===== config.mk =====
export PLATFORM = sky130hd
export DESIGN_NAME = dda_line_rasterizer_unit
export DESIGN_NICKNAME = d
export VERILOG_FILES = /design/src/rtl/dda_pkg.sv /design/src/rtl/dda_line_rasterizer_unit.sv /design/src/rtl/dda_div.sv /design/src/rtl/dda_mac.sv
export SDC_FILE = /design/constraint.sdc
export NUM_CORES = 1
export LEC_CHECK = 0
export BUFFER_PORTS_ARGS = -buffer_cell sky130_fd_sc_hd__buf_2
export CAP_MARGIN = 20
export CORE_MARGIN = 5
export CORE_UTILIZATION = 40
export CTS_BUF_LIST = sky130_fd_sc_hd__clkbuf_8
export CTS_CLUSTER_SIZE = 8
export DETAILED_ROUTE_END_ITERATION = 7
export GPL_TIMING_DRIVEN = 0
export PLACE_DENSITY = 0.55
export SYNTH_ARGS = -nofsm -noshare
export SYNTH_HDL_FRONTEND = slang
export SYNTH_HIERARCHICAL = 1
export SYNTH_SLANG_ARGS = --single-unit

===== constraint.sdc =====
create_clock -name clk -period 3.7 [get_ports clk]
set_input_delay 0.185 -clock clk [delete_from_list [all_inputs] [get_ports clk]]
set_output_delay 0.185 -clock clk [all_outputs]
set_load 0.01 [all_outputs]

===== src/rtl/dda_pkg.sv =====
package dda_pkg;

	localparam int CLIP_SIZE = 1500;

	localparam int COORD_IN_W = 24;
	localparam int FRAC_SHIFT = 8;
	localparam int DIFF_W = COORD_IN_W + 1;
	localparam int POS_W = 32;
	localparam int POS_FRAC = 16;
	localparam int STEP_W = 18;
	localparam int STEPS_W = 17;
	localparam int OFF_W = 27;
	localparam int COLOR_W = 32;
	localparam int STRIDE_W = 16;
	localparam int BPP_W = 4;
	localparam int CFG_DATA_W = 32;
	localparam int CFG_IDX_W = 2;

	localparam int COORD_W = (CLIP_SIZE > 1) ? $clog2(CLIP_SIZE) : 1;
	localparam int MAC_CNT_W = (COORD_W > 1) ? $clog2(COORD_W) : 1;
	localparam int DIV_CNT_W = $clog2(STEPS_W);

	localparam logic signed [POS_W-1:0] POS_LO = -(POS_W'(1) << POS_FRAC);
	localparam logic signed [POS_W-1:0] POS_HI = POS_W'(CLIP_SIZE) << POS_FRAC;

	localparam logic [STRIDE_W-1:0] STRIDE_RESET = 16'd6000;
	localparam logic [BPP_W-1:0] BPP_RESET = 4'd4;

	typedef enum logic [CFG_IDX_W-1:0] {
		REG_ROW_STRIDE = 2'd0,
		REG_BPP = 2'd1,
		REG_COLOR = 2'd2
	} cfg_reg_t;

	typedef enum logic {
		REQ_LOAD = 1'b0,
		REQ_STEP = 1'b1
	} req_kind_t;

	typedef struct packed {
		logic busy;
		logic done;
	} unit_stat_t;

endpackage


===== src/rtl/dda_line_rasterizer_unit.sv =====
// DDA line stepper with clipped framebuffer addressing.
// The request channel (req_valid/req_ready) takes two kinds of item. A load
// item (req_type 0) sets up a new line from its Q15.8 endpoints and gives no
// result. A step item (req_type 1) gives exactly one item on the result
// channel (res_valid/res_ready): a pixel write when the current position lies
// inside the clip window, otherwise write_enable 0, with line_done marking the
// last step and any step past the line end. The cfg_we/cfg_index/cfg_data
// port writes registers. One item is worked on at a time. A load gets its
// two increments from one shared radix-2 divider that makes one quotient
// bit per cycle. A step that draws waits for the bit-serial offset
// multiplier that uses one bit of each coordinate per cycle; a step that
// draws nothing skips the multiplier.
// A finished result sits in the output register; the next request item is
// accepted while it waits. If the receiver stalls with a result still held,
// a further finished result waits inside until the register frees up.
// Reset clears the line state, restores the register defaults (stride 6000,
// four bytes per pixel, color 0) and leaves the result channel empty.
module dda_line_rasterizer_unit (
	input  logic                                clk,
	input  logic                                arst_n,
	input  logic                                req_valid,
	output logic                                req_ready,
	input  logic                                req_type,
	input  logic signed [dda_pkg::COORD_IN_W-1:0] start_x,
	input  logic signed [dda_pkg::COORD_IN_W-1:0] start_y,
	input  logic signed [dda_pkg::COORD_IN_W-1:0] end_x,
	input  logic signed [dda_pkg::COORD_IN_W-1:0] end_y,
	output logic                                res_valid,
	input  logic                                res_ready,
	output logic                                write_enable,
	output logic [dda_pkg::OFF_W-1:0]           pixel_offset,
	output logic [dda_pkg::COLOR_W-1:0]         pixel_color,
	output logic                                line_done,
	input  logic                                cfg_we,
	input  logic [dda_pkg::CFG_IDX_W-1:0]       cfg_index,
	input  logic [dda_pkg::CFG_DATA_W-1:0]      cfg_data
);
	import dda_pkg::*;

	typedef enum logic [2:0] {
		S_IDLE,
		S_LOAD,
		S_DIVX,
		S_DIVY,
		S_MUL,
		S_EMIT
	} state_t;

	state_t state_q;

	logic [STRIDE_W-1:0] stride_q;
	logic [BPP_W-1:0]    bpp_q;
	logic [COLOR_W-1:0]  color_q;

	logic signed [POS_W-1:0] pos_x_q;
	logic signed [POS_W-1:0] pos_y_q;
	logic [STEP_W-1:0]       step_x_q;
	logic [STEP_W-1:0]       step_y_q;
	logic [STEPS_W-1:0]      steps_left_q;

	logic [DIFF_W-1:0]  div_mag_q;
	logic [DIFF_W-1:0]  mag_y_q;
	logic               neg_x_q;
	logic               neg_y_q;
	logic               div_start_q;
	logic               mac_start_q;
	logic [COORD_W-1:0] coord_x_q;
	logic [COORD_W-1:0] coord_y_q;

	logic               pend_we_q;
	logic               pend_done_q;
	logic [COLOR_W-1:0] pend_color_q;

	logic               res_valid_q;
	logic               write_enable_q;
	logic [OFF_W-1:0]   pixel_offset_q;
	logic [COLOR_W-1:0] pixel_color_q;
	logic               line_done_q;

	logic               accept;
	logic signed [DIFF_W-1:0] dx;
	logic signed [DIFF_W-1:0] dy;
	logic [DIFF_W-1:0]  mag_x;
	logic [DIFF_W-1:0]  mag_y;
	logic [STEPS_W-1:0] ax;
	logic [STEPS_W-1:0] ay;
	logic [STEPS_W-1:0] count;
	logic               in_x;
	logic               in_y;
	logic [STEP_W-1:0]  div_step;
	logic               out_free;

	logic [STEPS_W-1:0] quotient;
	logic [OFF_W-1:0]   mac_offset;
	unit_stat_t         div_stat;
	unit_stat_t         mac_stat;

	assign req_ready = (state_q == S_IDLE);
	assign accept = req_valid && req_ready;
	assign out_free = !res_valid_q || res_ready;

	assign dx = DIFF_W'(end_x) - DIFF_W'(start_x);
	assign dy = DIFF_W'(end_y) - DIFF_W'(start_y);
	assign mag_x = dx[DIFF_W-1] ? DIFF_W'(-dx) : dx;
	assign mag_y = dy[DIFF_W-1] ? DIFF_W'(-dy) : dy;
	assign ax = mag_x[DIFF_W-1:FRAC_SHIFT];
	assign ay = mag_y[DIFF_W-1:FRAC_SHIFT];
	assign count = (ax > ay) ? ax : ay;

	// A position just below zero still truncates to coordinate zero.
	assign in_x = (pos_x_q > POS_LO) && (pos_x_q < POS_HI);
	assign in_y = (pos_y_q > POS_LO) && (pos_y_q < POS_HI);

	assign div_step = (state_q == S_DIVX ? neg_x_q : neg_y_q)
		? STEP_W'(-{1'b0, quotient}) : {1'b0, quotient};

	dda_div u_div (
		.clk          (clk),
		.arst_n       (arst_n),
		.start        (div_start_q),
		.dividend_mag (div_mag_q),
		.divisor      (steps_left_q),
		.quotient     (quotient),
		.stat         (div_stat)
	);

	dda_mac u_mac (
		.clk        (clk),
		.arst_n     (arst_n),
		.start      (mac_start_q),
		.coord_x    (coord_x_q),
		.coord_y    (coord_y_q),
		.row_stride (stride_q),
		.bpp        (bpp_q),
		.offset     (mac_offset),
		.stat       (mac_stat)
	);

	always_ff @(posedge clk or negedge arst_n) begin
		if (!arst_n) begin
			stride_q <= STRIDE_RESET;
			bpp_q <= BPP_RESET;
			color_q <= '0;
		end else if (cfg_we) begin
			case (cfg_reg_t'(cfg_index))
				REG_ROW_STRIDE: stride_q <= cfg_data[STRIDE_W-1:0];
				REG_BPP:        bpp_q <= cfg_data[BPP_W-1:0];
				REG_COLOR:      color_q <= cfg_data[COLOR_W-1:0];
				default: ;
			endcase
		end
	end

	always_ff @(posedge clk or negedge arst_n) begin
		if (!arst_n) begin
			state_q <= S_IDLE;
			pos_x_q <= '0;
			pos_y_q <= '0;
			step_x_q <= '0;
			step_y_q <= '0;
			steps_left_q <= '0;
			div_mag_q <= '0;
			mag_y_q <= '0;
			neg_x_q <= 1'b0;
			neg_y_q <= 1'b0;
			div_start_q <= 1'b0;
			mac_start_q <= 1'b0;
			coord_x_q <= '0;
			coord_y_q <= '0;
			pend_we_q <= 1'b0;
			pend_done_q <= 1'b0;
			pend_color_q <= '0;
			res_valid_q <= 1'b0;
			write_enable_q <= 1'b0;
			pixel_offset_q <= '0;
			pixel_color_q <= '0;
			line_done_q <= 1'b0;
		end else begin
			div_start_q <= 1'b0;
			mac_start_q <= 1'b0;
			if (res_valid_q && res_ready && state_q != S_EMIT) begin
				res_valid_q <= 1'b0;
			end
			case (state_q)
				S_IDLE: begin
					if (accept) begin
						if (req_kind_t'(req_type) == REQ_LOAD) begin
							pos_x_q <= {start_x, FRAC_SHIFT'(0)};
							pos_y_q <= {start_y, FRAC_SHIFT'(0)};
							steps_left_q <= count;
							step_x_q <= '0;
							step_y_q <= '0;
							div_mag_q <= mag_x;
							mag_y_q <= mag_y;
							neg_x_q <= dx[DIFF_W-1];
							neg_y_q <= dy[DIFF_W-1];
							if (count != '0) begin
								state_q <= S_LOAD;
							end
						end else if (steps_left_q == '0) begin
							pend_we_q <= 1'b0;
							pend_done_q <= 1'b1;
							state_q <= S_EMIT;
						end else begin
							pos_x_q <= pos_x_q + POS_W'(signed'(step_x_q));
							pos_y_q <= pos_y_q + POS_W'(signed'(step_y_q));
							steps_left_q <= steps_left_q - 1'b1;
							pend_done_q <= (steps_left_q == STEPS_W'(1));
							pend_we_q <= in_x && in_y;
							pend_color_q <= color_q;
							coord_x_q <= pos_x_q[POS_W-1] ? '0 : pos_x_q[POS_FRAC +: COORD_W];
							coord_y_q <= pos_y_q[POS_W-1] ? '0 : pos_y_q[POS_FRAC +: COORD_W];
							if (in_x && in_y) begin
								mac_start_q <= 1'b1;
								state_q <= S_MUL;
							end else begin
								state_q <= S_EMIT;
							end
						end
					end
				end
				S_LOAD: begin
					div_start_q <= 1'b1;
					state_q <= S_DIVX;
				end
				S_DIVX: begin
					if (div_stat.done) begin
						step_x_q <= div_step;
						div_mag_q <= mag_y_q;
						div_start_q <= 1'b1;
						state_q <= S_DIVY;
					end
				end
				S_DIVY: begin
					if (div_stat.done) begin
						step_y_q <= div_step;
						state_q <= S_IDLE;
					end
				end
				S_MUL: begin
					if (mac_stat.done) begin
						state_q <= S_EMIT;
					end
				end
				S_EMIT: begin
					if (out_free) begin
						res_valid_q <= 1'b1;
						write_enable_q <= pend_we_q;
						pixel_offset_q <= pend_we_q ? mac_offset : '0;
						pixel_color_q <= pend_we_q ? pend_color_q : '0;
						line_done_q <= pend_done_q;
						state_q <= S_IDLE;
					end
				end
				default: state_q <= S_IDLE;
			endcase
		end
	end

	assign res_valid = res_valid_q;
	assign write_enable = write_enable_q;
	assign pixel_offset = pixel_offset_q;
	assign pixel_color = pixel_color_q;
	assign line_done = line_done_q;

	a_blank_result: assert property (@(posedge clk) disable iff (!arst_n)
		res_valid_q && !write_enable_q |-> pixel_offset_q == '0 && pixel_color_q == '0)
		else $error("result without a write carries a nonzero offset or color");

	a_mac_in_mul: assert property (@(posedge clk) disable iff (!arst_n)
		mac_stat.busy |-> state_q == S_MUL)
		else $error("offset multiplier runs outside the multiply state");

	a_div_in_load: assert property (@(posedge clk) disable iff (!arst_n)
		div_stat.busy |-> state_q == S_DIVX || state_q == S_DIVY)
		else $error("divider runs outside the load sequence");

	a_step_count: assert property (@(posedge clk) disable iff (!arst_n)
		accept && req_type == REQ_STEP && steps_left_q != '0
		|=> steps_left_q == $past(steps_left_q) - 1'b1)
		else $error("step item did not consume one step");

	a_empty_step: assert property (@(posedge clk) disable iff (!arst_n)
		accept && req_type == REQ_STEP && steps_left_q == '0
		|=> steps_left_q == '0 && $stable(pos_x_q) && $stable(pos_y_q))
		else $error("step item past the line end changed the line state");

endmodule


===== src/rtl/dda_div.sv =====
module dda_div (
	input  logic                         clk,
	input  logic                         arst_n,
	input  logic                         start,
	input  logic [dda_pkg::DIFF_W-1:0]   dividend_mag,
	input  logic [dda_pkg::STEPS_W-1:0]  divisor,
	output logic [dda_pkg::STEPS_W-1:0]  quotient,
	output dda_pkg::unit_stat_t          stat
);
	import dda_pkg::*;

	// The dividend is dividend_mag shifted left by the fraction width. Its top
	// part is already below the divisor, so one quotient bit per cycle gives
	// the whole STEPS_W-bit quotient.
	logic [STEPS_W-1:0]   rem_q;
	logic [STEPS_W-1:0]   num_q;
	logic [STEPS_W-1:0]   div_q;
	logic [STEPS_W-1:0]   quo_q;
	logic [DIV_CNT_W-1:0] cnt_q;
	logic                 busy_q;
	logic                 done_q;

	logic [STEPS_W:0] trial;
	logic             ge;

	assign trial = {rem_q, num_q[STEPS_W-1]};
	assign ge = trial >= {1'b0, div_q};

	always_ff @(posedge clk or negedge arst_n) begin
		if (!arst_n) begin
			busy_q <= 1'b0;
			done_q <= 1'b0;
			cnt_q <= '0;
		end else begin
			done_q <= 1'b0;
			if (start) begin
				busy_q <= 1'b1;
				cnt_q <= DIV_CNT_W'(STEPS_W - 1);
			end else if (busy_q) begin
				if (cnt_q == '0) begin
					busy_q <= 1'b0;
					done_q <= 1'b1;
				end else begin
					cnt_q <= cnt_q - 1'b1;
				end
			end
		end
	end

	always_ff @(posedge clk) begin
		if (start) begin
			rem_q <= STEPS_W'(dividend_mag[DIFF_W-1:DIFF_W-STEPS_W+1]);
			num_q <= {dividend_mag[DIFF_W-STEPS_W:0], FRAC_SHIFT'(0)};
			div_q <= divisor;
			quo_q <= '0;
		end else if (busy_q) begin
			rem_q <= ge ? STEPS_W'(trial - {1'b0, div_q}) : trial[STEPS_W-1:0];
			num_q <= {num_q[STEPS_W-2:0], 1'b0};
			quo_q <= {quo_q[STEPS_W-2:0], ge};
		end
	end

	assign quotient = quo_q;
	assign stat = '{busy: busy_q, done: done_q};

endmodule


===== src/rtl/dda_mac.sv =====
module dda_mac (
	input  logic                          clk,
	input  logic                          arst_n,
	input  logic                          start,
	input  logic [dda_pkg::COORD_W-1:0]   coord_x,
	input  logic [dda_pkg::COORD_W-1:0]   coord_y,
	input  logic [dda_pkg::STRIDE_W-1:0]  row_stride,
	input  logic [dda_pkg::BPP_W-1:0]     bpp,
	output logic [dda_pkg::OFF_W-1:0]     offset,
	output dda_pkg::unit_stat_t           stat
);
	import dda_pkg::*;

	// Shift-and-add over one bit of each coordinate per cycle; the multiplicands
	// shift left as the coordinates shift right. Sums wrap at the offset width.
	logic [COORD_W-1:0]   xs_q;
	logic [COORD_W-1:0]   ys_q;
	logic [OFF_W-1:0]     str_q;
	logic [OFF_W-1:0]     bp_q;
	logic [OFF_W-1:0]     acc_q;
	logic [MAC_CNT_W-1:0] cnt_q;
	logic                 busy_q;
	logic                 done_q;

	logic [OFF_W-1:0] y_term;
	logic [OFF_W-1:0] x_term;

	assign y_term = ys_q[0] ? str_q : '0;
	assign x_term = xs_q[0] ? bp_q : '0;

	always_ff @(posedge clk or negedge arst_n) begin
		if (!arst_n) begin
			busy_q <= 1'b0;
			done_q <= 1'b0;
			cnt_q <= '0;
		end else begin
			done_q <= 1'b0;
			if (start) begin
				busy_q <= 1'b1;
				cnt_q <= MAC_CNT_W'(COORD_W - 1);
			end else if (busy_q) begin
				if (cnt_q == '0) begin
					busy_q <= 1'b0;
					done_q <= 1'b1;
				end else begin
					cnt_q <= cnt_q - 1'b1;
				end
			end
		end
	end

	always_ff @(posedge clk) begin
		if (start) begin
			xs_q <= coord_x;
			ys_q <= coord_y;
			str_q <= OFF_W'(row_stride);
			bp_q <= OFF_W'(bpp);
			acc_q <= '0;
		end else if (busy_q) begin
			acc_q <= acc_q + y_term + x_term;
			xs_q <= xs_q >> 1;
			ys_q <= ys_q >> 1;
			str_q <= str_q << 1;
			bp_q <= bp_q << 1;
		end
	end

	assign offset = acc_q;
	assign stat = '{busy: busy_q, done: done_q};

endmodule

==> results.md <==
- The worst setup path is captured at a flop.
- Measured against its own limit, the worst slew margin works out to 0.232.
- The final estimated routing congestion in global placement is ~0.94.
- In this run the deepest clock path goes through 3 buffers.
- The total leakage power is 18.3 nW.
- From synthesis to final layout, the design area changed by 24.5%.
- The number of global-route vias before repair is 27,600.
- After technology mapping, the gate count stands at approximately 3,500.
- The residual antenna-violating net count after detailed routing is 0.
- The share of layout cells above drive strength 1 is 0.223.
- Setup repair after global routing could not meet its margin everywhere.
- The part of the total power dissipated in the clock network is 0.195.
- The aggregate global-route resource usage is 0.233.
- The worst-skew pair later-pin latency is ~0.71 ns.
- Summing every instance area after synthesis gives 0.0328 sq mm.
- In the finished design, the share of the clock period the worst path needs comes to 1.32.
- Entering global routing, the biggest net connects roughly 110 pins.
- TritonCTS built the clock tree.
- Across the routed clock network, the largest skew measured is about 0.055 ns.
- The number of hold violations in the final report is 0.
- The count of buffers from port buffering is 198.
- The total global routing overflow is 0.
- The highest clock rate is approximately 210 MHz.
- The share of total power dissipated in combinational logic is 0.488.
- The checks that failed: negative setup slack.
- The run finished, with violations left.
- The total nets after synthesis is 3,875.
- The initial antenna violation count is 4.
- The depth of the CTS H-tree is 3.
- The total vias in the final route is approximately 28,000.
- The sequential share of power is 0.316.
- A synthesized cell averages 9.30 sq um.
- The type of the tightest min-delay check is input port to flop.
- The count of final setup violators is 18.
- The internal power of the cells totals around 17 mW.
- The net count reported at finish is about 4,400.
- After clock tree synthesis, the clock-pin slew on the worst setup and hold paths is 0.06 ns.
- Adding up every negative setup slack in the final design gives -15.75 ns.
- The number of rows in the core area is about 110.
- For this design the total switching power over the nets is approximately 13 mW.
- The power consumption is between 20 and 30 mW.
- After detailed routing, the number of vias per cell comes to roughly 5.5.
- The average wire per standard cell is approximately 20 microns.
- The number of pins exceeding their max-slew limit in the final report is 0.
- The required arrival time at the worst endpoint is between 4 and 5 ns.
- The global-route wire length before repair is 162 mm.
- The finished layout cell area is ~0.04 sq mm.
- The cell area after placement is around 0.035 sq mm.
- In this run the power density over the cells is around 720 mW/mm^2.
- The area of the die is approximately 0.09 sq mm.
- The wire-length estimate of the detail-placed layout is around 80 mm.
- The total wire length after detailed routing is roughly 110 mm.
- STA classifies the critical path startpoint as an input port.
- The worst setup slack after layout is -1.17 ns.
- The DRC marker count from the first detailed-route iteration is about 1,800.
- The die width is 296 microns.
- During synthesis, Yosys emitted a total of 6 warnings.
- The total CTS buffers is between 90 and 100.
- The start-to-end type of the worst setup path is input port to flop.
- The number of design rule violations left after detail routing is 0.
- The initial standard-cell utilization of the core is 0.402.
- For the pin with the worst max-slew slack, the measured transition is between 1 and 1.5 ns.
- The number of fillers in the final layout is about 8,000.
- The root buffer cell chosen for the clock tree is clkbuf_8.
- The maximum vdd drop is around 0.00037 V.
- The number of max-capacitance violations reported is 0.
- The maximum net fanout on the critical path is 5.
- The number of clock sinks is 520.
- The arrival time of data at the critical path endpoint is approximately 5.5 ns.
- The core occupancy in the finished layout is 0.500.
- The number of detailed-routing iterations run before antenna repair is 5.
- The number of primary I/O pins is about 200.
- After floorplanning, the core was sized to cover 0.0817 sq mm.
- In this run the vertical extent of the chip is 296 microns.
- The post-layout minimum cycle time is between 4 and 5 ns.
- Of the total power, the share spent switching nets is 0.422.
## stage by stage
step | std cells | setup WS (ns) | hold slack (ns)
3_5_place_dp | 4802 | -2.73 | 0.127
5_1_grt | 5161 | -1.33 | 0.0685
3_3_place_gp | 4797 | -5.08 | 0.421
4_1_cts | 5106 | -1.14 | 0.0140
6_report | 5163 | -1.17 | 0.0807
2_1_floorplan | 3529 | -1.40 | -0.111
## layout make-up
class                           instances  area (sq um)  area share
Clock buffer                          112          1540      0.0377
Inverter                              140           542      0.0133
Clock inverter                         64           467      0.0114
Antenna cell                            3          7.51    0.000184
Buffer                                155           831      0.0203
Tap cell                             1070          1340      0.0327
Timing Repair Buffer                  404          3020      0.0739
Multi-Input combinational cell       2695         20100       0.491
Sequential cell                       520         13000       0.319
## power groups by stage
| stage | Sequential, mW | Clock, mW | Combinational [mW] |
|---|---|---|---|
| finish | 9.37 | 5.78 | 14.5 |
| global route | 9.56 | 6.22 | 15.8 |
| CTS | 9.33 | 5.94 | 13.5 |
| detailed placement | 9.43 | 0 | 12.4 |
| global placement | 9.40 | 0 | 12.3 |
| floorplan | 8.79 | 0 | 9.15 |
## layout by cell type (no fill, tap or decap), types with 35 or more instances in the layout
cell	count
dlygate4sd3_1	82
o21ai_0	196
nor3_1	48
edfxtp_1	84
a21o_1	69
o22ai_1	35
clkbuf_1	93
xor2_1	62
a21oi_1	207
nand2_1	392
mux2_2	134
nand2b_1	50
inv_1	167
buf_2	205
buf_4	108
ha_1	154
nand3_1	141
xnor2_1	78
dfxtp_1	79
and2_1	70
mux2i_1	106
dfrtp_1	349
nor2_1	230
clkbuf_8	114
## worst paths after layout
check / cells after the start / start / endpoint / slack (ns)
worst max-delay path: 27 / end_x[0] / state_q[0] / -1.17
worst min-delay path: 3 / req_type / steps_left_q[4] / 0.08
min in group asynchronous: 3 / arst_n / pend_color_q[28] / 0.46
max in group asynchronous: 5 / arst_n / div_mag_q[14] / 1.99
worst max register to register: 12 / u_mac/ys_q[0] / u_mac/offset[26] / 0.08
worst min register to register: 2 / pixel_offset[6] / pixel_offset[6] / 0.46
## sequential cells by signal (all words and copies together), names as in the netlist, 16 cells and up
register,cells
u_div/div_q,17
step_x_q,18
pos_x_q,32
div_mag_q,25
u_div/quotient,17
steps_left_q,17
pend_color_q,32
color_q,32
u_div/rem_q,17
u_mac/bp_q,27
mag_y_q,25
stride_q,16
pixel_offset,27
pos_y_q,32
u_mac/offset,27
u_mac/str_q,27
step_y_q,18
pixel_color,32
## per-layer routing
metal	up-vias	GRT usage	routed length (microns)
met5	-	0	20
met3	203	0.0338	5340
met2	774	0.387	49800
met1	13600	0.314	47100
met4	2	0.0837	3830
li1	13700	-	-
## critical path, stage by stage
cell	delay, ns
buf_12	0.11
inv_12	0.04
ha_4	0.13
fa_2	0.20
and2b_2	0.24
o31a_4	0.32
buf_6	0.13
o21ai_4	0.13
nand2_2	0.07
or3_4	0.39
a2111oi_4	0.29
buf_4	0.20
nand3_2	0.16
o31ai_2	0.26
xnor2_1	0.22
ha_1	0.32
a21oi_1	0.16
nor2b_1	0.07
o21ai_1	0.21
o2111ai_4	0.15
and2_4	0.18
clkbuf_16	0.14
a211o_4	0.35
nor4b_4	0.23
o2111ai_2	0.19
a2111oi_4	0.24
o21ai_1	0.11
## repair_timing
item                                    in CTS  in global routing
hold buffers                                83                  0
gates cloned                                 0                  1
endpoints found under the setup margin     140                121
hold endpoints to repair                   339                  0
pin swaps                                   61                 61
resized for setup                          202                163
buffers inserted                            60                 57
Note: power is estimated with default switching activity, not from simulation.
